==> config.mk <==
export PLATFORM = sky130hd
export DESIGN_NAME = entry_ring_with_offset_lookup
export DESIGN_NICKNAME = d
export VERILOG_FILES = /design/src/rtl/erl_pkg.sv /design/src/rtl/erl_cell.sv /design/src/rtl/entry_ring_with_offset_lookup.sv
export SDC_FILE = /design/constraint.sdc
export NUM_CORES = 2
export LEC_CHECK = 0
export BUFFER_PORTS_ARGS = -buffer_cell sky130_fd_sc_hd__buf_2
export CAP_MARGIN = 20
export CORE_MARGIN = 10
export CORE_UTILIZATION = 52
export DETAILED_ROUTE_END_ITERATION = 10
export PLACE_DENSITY = 0.7
export SYNTH_ARGS = -nofsm -noshare
export SYNTH_HDL_FRONTEND = slang
export SYNTH_HIERARCHICAL = 1
export SYNTH_SLANG_ARGS = --single-unit
==> constraint.sdc <==
create_clock -name clk -period 11.8 [get_ports clk]
set_clock_uncertainty 0.2 [all_clocks]
set_input_delay 2.36 -clock clk [delete_from_list [all_inputs] [get_ports clk]]
set_output_delay 2.36 -clock clk [all_outputs]
set_load 0.05 [all_outputs]
==> src/rtl/erl_pkg.sv <==
// ----------------------------------------------------------------------------
// erl_pkg
// Types, widths and command codes shared by the entry ring modules.
// ----------------------------------------------------------------------------
package erl_pkg;

	localparam int DEPTH_DEF = 16;
	localparam int DEPTH_MAX = 256;

	localparam int SIZE_W   = 16;
	localparam int HANDLE_W = 32;
	localparam int OFS_W    = 20;
	localparam int SLOT_W   = 4;
	// running sum only passes on while it stays at or below the offset
	localparam int SUM_W    = OFS_W + 1;
	// entry count, up to DEPTH_MAX
	localparam int CNT_W    = $clog2(DEPTH_MAX + 1);

	localparam logic CMD_ADD  = 1'b0;
	localparam logic CMD_FIND = 1'b1;

	typedef struct packed {
		logic                cmd;
		logic [SIZE_W-1:0]   entry_size;
		logic [HANDLE_W-1:0] entry_handle;
		logic [OFS_W-1:0]    lookup_pos;
	} req_t;

	typedef struct packed {
		logic                ok;
		logic [SLOT_W-1:0]   found_slot;
		logic [HANDLE_W-1:0] found_handle;
		logic [SIZE_W-1:0]   byte_in_entry;
		logic                evicted;
		logic [HANDLE_W-1:0] evicted_handle;
	} rsp_t;

	// search token walking the ring
	typedef struct packed {
		logic             valid;
		logic [SUM_W-1:0] run_sum;
		logic [CNT_W-1:0] rem;
	} tok_t;

	// per-cell search outcome, all zero unless this cell ends the walk
	typedef struct packed {
		logic                done;
		logic                hit;
		logic [SLOT_W-1:0]   slot;
		logic [HANDLE_W-1:0] handle;
		logic [SIZE_W-1:0]   byte_ofs;
	} cell_rsp_t;

endpackage

==> src/rtl/erl_cell.sv <==
// ----------------------------------------------------------------------------
// erl_cell
// One ring slot: stores an entry and evaluates the search token passing by.
// ----------------------------------------------------------------------------
module erl_cell #(
	parameter int DEPTH = erl_pkg::DEPTH_DEF,
	parameter int INDEX = 0
) (
	input  logic                          clk,
	input  logic                          arst_n,
	input  logic                          wr_en,
	input  logic [$clog2(DEPTH)-1:0]      wr_ptr,
	input  logic [erl_pkg::SIZE_W-1:0]    wr_size,
	input  logic [erl_pkg::HANDLE_W-1:0]  wr_handle,
	input  logic                          inject,
	input  logic [$clog2(DEPTH)-1:0]      start_ptr,
	input  erl_pkg::tok_t                 start_tok,
	input  erl_pkg::tok_t                 tok_in,
	input  logic [erl_pkg::OFS_W-1:0]     offset,
	output erl_pkg::tok_t                 tok_out,
	output erl_pkg::cell_rsp_t            cell_rsp,
	output logic [erl_pkg::HANDLE_W-1:0]  ev_handle
);
	import erl_pkg::*;

	localparam int PTR_W = $clog2(DEPTH);
	localparam logic [PTR_W-1:0] MY_IDX = PTR_W'(INDEX);

	logic [SIZE_W-1:0]   size_q;
	logic [HANDLE_W-1:0] handle_q;
	tok_t                tok_q;
	logic                wr_here;
	logic [SUM_W-1:0]    after;
	logic [SUM_W-1:0]    ofs_ext;
	logic                in_range;

	assign wr_here = wr_en && (wr_ptr == MY_IDX);

	// entry storage, no reset
	always_ff @(posedge clk) begin
		if (wr_here) begin
			size_q   <= wr_size;
			handle_q <= wr_handle;
		end
	end

	// token register: injected at the oldest slot, else taken from the left
	always_ff @(posedge clk or negedge arst_n) begin
		if (!arst_n) begin
			tok_q <= '0;
		end else if (inject && (start_ptr == MY_IDX)) begin
			tok_q <= start_tok;
		end else begin
			tok_q <= tok_in;
		end
	end

	// old handle at the write slot, used when a full ring overwrites it
	assign ev_handle = wr_here ? handle_q : '0;

	// evaluate token against this entry
	assign ofs_ext  = SUM_W'(offset);
	assign after    = tok_q.run_sum + SUM_W'(size_q);
	assign in_range = ofs_ext < after;

	always_comb begin
		tok_out  = '0;
		cell_rsp = '0;
		if (tok_q.valid) begin
			if (tok_q.rem == '0) begin
				cell_rsp.done = 1'b1;
			end else if (in_range) begin
				cell_rsp.done     = 1'b1;
				cell_rsp.hit      = 1'b1;
				cell_rsp.slot     = SLOT_W'(INDEX);
				cell_rsp.handle   = handle_q;
				cell_rsp.byte_ofs = SIZE_W'(ofs_ext - tok_q.run_sum);
			end else begin
				tok_out.valid   = 1'b1;
				tok_out.run_sum = after;
				tok_out.rem     = tok_q.rem - CNT_W'(1);
			end
		end
	end

endmodule

==> src/rtl/entry_ring_with_offset_lookup.sv <==
// ----------------------------------------------------------------------------
// entry_ring_with_offset_lookup
// Ring of DEPTH (handle, size) entries with overwrite-oldest adds and
// oldest-first character offset lookup.
// ----------------------------------------------------------------------------
// Usage:
//   req channel (req_valid/req_stall/req) takes one command per transfer:
//   an add stores an entry, a find locates a character offset. rsp channel
//   (rsp_valid/rsp_stall/rsp) returns exactly one result per command.
// Command flow:
//   An add returns its result in the cycle after the transfer; a new command
//   may follow in the next cycle unless the receiver stalls. A find injects
//   a search token at the oldest slot; the token moves one cell per cycle
//   through the row of cells until a cell ends the walk with a hit or, after
//   all stored entries, a miss. The request side stalls while a search walks
//   the ring.
// Reset:
//   arst_n clears the pointers, the full flag, the token, the busy flag and
//   the result valid; the ring reads as empty. Entry storage is not cleared.
// Receiver stall:
//   The result is held in the output register; a further command is taken
//   only once that register is free or being emptied in the same cycle.
// ----------------------------------------------------------------------------
module entry_ring_with_offset_lookup #(
	parameter int DEPTH = erl_pkg::DEPTH_DEF
) (
	input  logic          clk,
	input  logic          arst_n,
	input  logic          req_valid,
	output logic          req_stall,
	input  erl_pkg::req_t req,
	output logic          rsp_valid,
	input  logic          rsp_stall,
	output erl_pkg::rsp_t rsp
);
	import erl_pkg::*;

	localparam int PTR_W = $clog2(DEPTH);
	localparam logic [PTR_W-1:0] LAST_PTR = PTR_W'(DEPTH - 1);

	logic [PTR_W-1:0] wr_ptr_q, rd_ptr_q;
	logic             full_q;
	logic             busy_q;
	logic             rsp_valid_q;
	rsp_t             rsp_q;
	rsp_t             rsp_d;
	logic [OFS_W-1:0] ofs_q;

	logic             accept, is_add, add_ok, is_find;
	logic [PTR_W-1:0] wr_nxt, rd_nxt;
	logic [CNT_W-1:0] cnt;
	tok_t             start_tok;

	tok_t                tok_pass [DEPTH];
	cell_rsp_t           crsp     [DEPTH];
	logic [HANDLE_W-1:0] ev_h     [DEPTH];

	cell_rsp_t           crsp_or;
	logic [HANDLE_W-1:0] ev_or;

	// handshake
	assign req_stall = busy_q | (rsp_valid_q & rsp_stall);
	assign accept    = req_valid & ~req_stall;
	assign is_add    = accept && (req.cmd == CMD_ADD);
	assign is_find   = accept && (req.cmd == CMD_FIND);
	assign add_ok    = is_add && (req.entry_size != '0) && (req.entry_handle != '0);

	// pointer stepping
	assign wr_nxt = (wr_ptr_q == LAST_PTR) ? '0 : wr_ptr_q + PTR_W'(1);
	assign rd_nxt = (rd_ptr_q == LAST_PTR) ? '0 : rd_ptr_q + PTR_W'(1);

	// stored entry count
	always_comb begin
		if (full_q) begin
			cnt = CNT_W'(DEPTH);
		end else if (wr_ptr_q >= rd_ptr_q) begin
			cnt = CNT_W'(wr_ptr_q) - CNT_W'(rd_ptr_q);
		end else begin
			cnt = CNT_W'(DEPTH) + CNT_W'(wr_ptr_q) - CNT_W'(rd_ptr_q);
		end
	end

	assign start_tok = '{valid: 1'b1, run_sum: '0, rem: cnt};

	// row of cells, token handed from cell i-1 to cell i, the last cell feeding cell 0
	for (genvar gi = 0; gi < DEPTH; gi++) begin : g_cell
		erl_cell #(
			.DEPTH (DEPTH),
			.INDEX (gi)
		) u_cell (
			.clk       (clk),
			.arst_n    (arst_n),
			.wr_en     (add_ok),
			.wr_ptr    (wr_ptr_q),
			.wr_size   (req.entry_size),
			.wr_handle (req.entry_handle),
			.inject    (is_find),
			.start_ptr (rd_ptr_q),
			.start_tok (start_tok),
			.tok_in    (tok_pass[(gi + DEPTH - 1) % DEPTH]),
			.offset    (ofs_q),
			.tok_out   (tok_pass[gi]),
			.cell_rsp  (crsp[gi]),
			.ev_handle (ev_h[gi])
		);
	end

	// combine cell outcomes; at most one cell reports at a time
	always_comb begin
		crsp_or = '0;
		ev_or   = '0;
		for (int i = 0; i < DEPTH; i++) begin
			crsp_or = crsp_or | crsp[i];
			ev_or   = ev_or | ev_h[i];
		end
	end

	// ring pointers
	always_ff @(posedge clk or negedge arst_n) begin
		if (!arst_n) begin
			wr_ptr_q <= '0;
			rd_ptr_q <= '0;
			full_q   <= 1'b0;
		end else if (add_ok) begin
			wr_ptr_q <= wr_nxt;
			if (full_q) begin
				rd_ptr_q <= rd_nxt;
			end
			full_q <= (wr_nxt == (full_q ? rd_nxt : rd_ptr_q));
		end
	end

	// offset held for the walk
	always_ff @(posedge clk) begin
		if (is_find) begin
			ofs_q <= req.lookup_pos;
		end
	end

	// search state and output register
	always_ff @(posedge clk or negedge arst_n) begin
		if (!arst_n) begin
			busy_q      <= 1'b0;
			rsp_valid_q <= 1'b0;
		end else begin
			priority if (is_find) begin
				busy_q <= 1'b1;
				if (!rsp_stall) begin
					rsp_valid_q <= 1'b0;
				end
			end else if (is_add) begin
				rsp_valid_q <= 1'b1;
			end else if (busy_q && crsp_or.done) begin
				busy_q      <= 1'b0;
				rsp_valid_q <= 1'b1;
			end else begin
				if (!rsp_stall) begin
					rsp_valid_q <= 1'b0;
				end
			end
		end
	end

	// next result payload
	always_comb begin
		rsp_d = '0;
		if (is_add) begin
			rsp_d.ok             = add_ok;
			rsp_d.evicted        = add_ok & full_q;
			rsp_d.evicted_handle = (add_ok & full_q) ? ev_or : '0;
		end else begin
			rsp_d.ok            = crsp_or.hit;
			rsp_d.found_slot    = crsp_or.slot;
			rsp_d.found_handle  = crsp_or.handle;
			rsp_d.byte_in_entry = crsp_or.byte_ofs;
		end
	end

	// result payload
	always_ff @(posedge clk) begin
		if (is_add || (busy_q && crsp_or.done)) begin
			rsp_q <= rsp_d;
		end
	end

	assign rsp_valid = rsp_valid_q;
	assign rsp       = rsp_q;

endmodule

==> flow_summary_export.csv <==
group,metric,value,unit
cts,h-tree-depth,4,
timing,setup_viol,0,
placement,io_buffers,160,
cts,postCtsSetupBuffers,0,
route,post_drt_wl_per_cell,27.1,um
grt,grt_start_max_net_pins,134,
floorplan,initial_core_util,52.2,%
job,cap_violations,0,
logic_synthesis,yosysSeqAreaShare,40.3,%
logic_synthesis,yosys.area.top_type,"edfxtp_1",
critical_path,slowest_delay,0.83,ns
power_and_ir_drop,comb_power_share,2.1,%
route,ant_nets,0,
timing,min_period_over_period,62.9,%
critical_path,r2r_cells,22,
timing,slew_violations,0,
critical_path,critPathLaunchType,"register",
timing,max_slew_margin,19.2,%
power_and_ir_drop,p_clk_share,48.3,%
timing,hold_viol,0,
grt,track_usage,32.5,%
run_status,outcome,"finished clean",
timing,setup-tns-final,0,ns
logic_synthesis,ys_ff_latch,1381,
cts,clock_path_buffers,3,
logic_synthesis,synth_top_area_share,27.2,%
logic_synthesis,synthCells,9490,
cts,insertion_delay,0.88,ns
route,first_pass_iters,6,
power_and_ir_drop,leakage,0.0445,uW
critical_path,reg2reg_to,"rsp[29]",
critical_path,worst_ep_required_time,12.07,ns
cts,cts.sinks,1381,
grt,grt_pass1_vias,76449,
critical_path,timing.critical_path.mode_cell,"o21ai_0",
timing,rsz0062_at_grt,"false",
placement,place_inst,12337,
critical_path,crit_chain,"ha_1 -> inv_1 -> fa_1 -> nor2b_4 -> o31a_1 -> o31a_1 -> o21ai_0 -> a2111oi_0 -> a311oi_1 -> ha_1 -> a21oi_1 -> o21ai_0 -> a211oi_1 -> o21ai_0 -> a211oi_1 -> nor3_1 -> a21boi_0 -> nor4_2 -> nand4_1 -> nand2_1 -> nand2_4 -> buf_4",
logic_synthesis,avgSynthCellArea,10.2,um^2
route,drt_iter0_drc,7941,
placement,gp_congestion,1.00,
min_path,hold-path-endpoint,"rd_ptr_q[2]",
route,wirelength,342,mm
min_path,min_from,"rd_ptr_q[2]",
critical_path,crit_type,"register to register",
critical_path,cp_top_family,"compound AO/OA/AOI/OAI gates",
finish,fin_cells,12654,
timing,worst_slew_pin_slew,1.20,ns
finish,mostFrequentLayoutCell,"edfxtp_1",
floorplan,core_area,0.185,mm^2
floorplan,core.rowCount,158,
critical_path,worstReg2RegStart,"g_cell[11].u_cell/tok_q[9]",
finish,n_fill_cell,15859,
min_path,hp-class,"register to register",
logic_synthesis,synthTopCellsByArea,"edfxtp_1 27%, dfrtp_1 13%, ha_1 11%",
cts,cts_tree,"done",
cts,clk_transition_reported_paths,0.06,ns
power_and_ir_drop,p_per_area,97.3,mW/mm^2
timing,min_period,7.42,ns
finish,drive_above_1_share,13.8,%
route,vias_per_cell,6.20,
finish,final_core_util,57.8,%
route,vias,78481,
finish,fin_nets,10948,
placement,hpwl,237,mm
route,drc_errors,0,
critical_path,cp_data_arrival_time,7.68,ns
critical_path,critPathMaxFanout,45,
critical_path,crit_slowest_cell,"buf_4",
logic_synthesis,synthFlopType,"edfxtp_1",
logic_synthesis,synth_cell_type_count,112,
power_and_ir_drop,switchingPower,2380,uW
logic_synthesis,synth_area,0.0967,mm^2
floorplan,die_area,0.204,mm^2
logic_synthesis,synth_warnings,6,
power_and_ir_drop,ir_drop,0.132,mV
grt,grt_pass1_wl,498,mm
timing,fin_hold_ws,0.362,ns
power_and_ir_drop,p_int,8020,uW
floorplan,num_io_pins,161,
power_and_ir_drop,p_sw_share,22.9,%
cts,cts_hold_buf,0,
min_path,hold_depth,2,
floorplan,die_h,451,um
finish,multi_input_comb_area,0.0553,mm^2
cts,cts-resized-gates,0,
critical_path,reg2reg_slack,4.38,ns
finish,areaGrowthSynthToFinish,10.6,%
critical_path,critPathBufInv,2,
grt,antenna_found_initial,44,
logic_synthesis,ys_async_sr_fraction,36.7,%
finish,mostFrequentLayoutCells,"874 x edfxtp_1, 868 x and2_1, 822 x ha_1",
grt,overflow,0,
critical_path,end_kind,"register",
logic_synthesis,synth_edf_count,874,
finish,register_area,0.0389,mm^2
power_and_ir_drop,seq_power_share,49.6,%
cts,root_buffer,"clkbuf_16",
cts,numCtsBuffers,159,
floorplan,die_x,451,um
timing,fmax,0.135,GHz
worst max path at each step:
stage | depth (start not counted) | to | startpoint
3_5_place_dp | 12 | rsp[3] | req[59]
5_1_grt | 22 | rsp[75] | g_cell[11].u_cell/tok_q[9]
6_report | 22 | rsp[29] | g_cell[11].u_cell/tok_q[9]
3_3_place_gp | 23 | rsp_valid | g_cell[0].u_cell/tok_q[9]
2_1_floorplan | 21 | rsp[0] | g_cell[12].u_cell/size_q[0]
4_1_cts | 22 | rsp[29] | g_cell[11].u_cell/tok_q[9]
tightest hold or removal path, delay by kind of cell, from the launching register on:
family / cells / cell delay [ns]
xor gates and xnor gates: 1 / 0.12
DFF: 1 / 0.34
buffers and inverters: 1 / 0.07
power by group through the flow:
stage	Combinational [uW]	Sequential (uW)	Clock (uW)
final	217	5160	5030
after global routing	230	5160	5270
after CTS	209	5160	5070
after detailed placement	208	5250	0
after global placement	205	5250	0
after floorplan	49.0	5260	0
routing by layer:
| layer | track usage (%) | vias to the layer above | wire length, um |
|---|---|---|---|
| li1 | - | 35256 | - |
| met1 | 42.1 | 38331 | 136000 |
| met2 | 50.7 | 3854 | 151000 |
| met3 | 6.67 | 1016 | 32100 |
| met4 | 18.5 | 24 | 22700 |
| met5 | 0 | - | 163 |
stage by stage:
step,setup slack (ns),instance area (um^2),total power (uW)
3_5_place_dp,4.49,101000,5460
4_1_cts,4.50,107000,10400
2_1_floorplan,5.41,98100,5300
3_3_place_gp,3.75,101000,5460
6_report,4.38,107000,10400
5_1_grt,3.93,107000,10700
cell type report:
cell class / count / area share (%)
Antenna cell: 17 / 0.0398
Clock buffer: 214 / 4.16
Clock inverter: 84 / 0.844
Inverter: 555 / 1.95
Multi-Input combinational cell: 7599 / 51.7
Sequential cell: 1381 / 36.4
Tap cell: 2480 / 2.90
Timing Repair Buffer: 324 / 1.96
cell usage after synthesis (214+ instances only):
library cell	instances
a21oi_1	412
and2_1	869
dfrtp_1	507
edfxtp_1	874
ha_1	822
inv_1	541
mux2_2	500
nand2_1	296
nor2_1	810
nor2b_1	235
nor4_1	408
o21ai_0	330
xnor2_1	290
xor2_1	214
flip-flops by register name (all words and copies together), names as in the netlist:
| name | cells |
|---|---|
| busy_q | 1 |
| g_cell.u_cell/tok_q | 496 |
| g_cell.u_cell/size_q | 256 |
| rsp_valid | 1 |
| ofs_q | 20 |
| wr_ptr_q | 4 |
| rsp | 86 |
| g_cell.u_cell/handle_q | 512 |
| full_q | 1 |
| rd_ptr_q | 4 |
logic make-up (layout without fill, tap and decap cells):
logic type               Yosys count  count (layout)  synth area share [%]
XOR/XNOR                         505             505                  4.58
buffers and inverters            892            1177                  4.36
AO/OA/AOI/OAI                   1691            1691                  11.9
multiplexers                     519             519                  6.03
other                             18             417                0.0699
adder cells (fa/ha/maj)          855             855                  11.3
flip-flops                      1381            1381                  40.3
AND/OR/NAND/NOR                 3629            3629                  21.5
No activity file was read; power rests on OpenSTA's default activity.
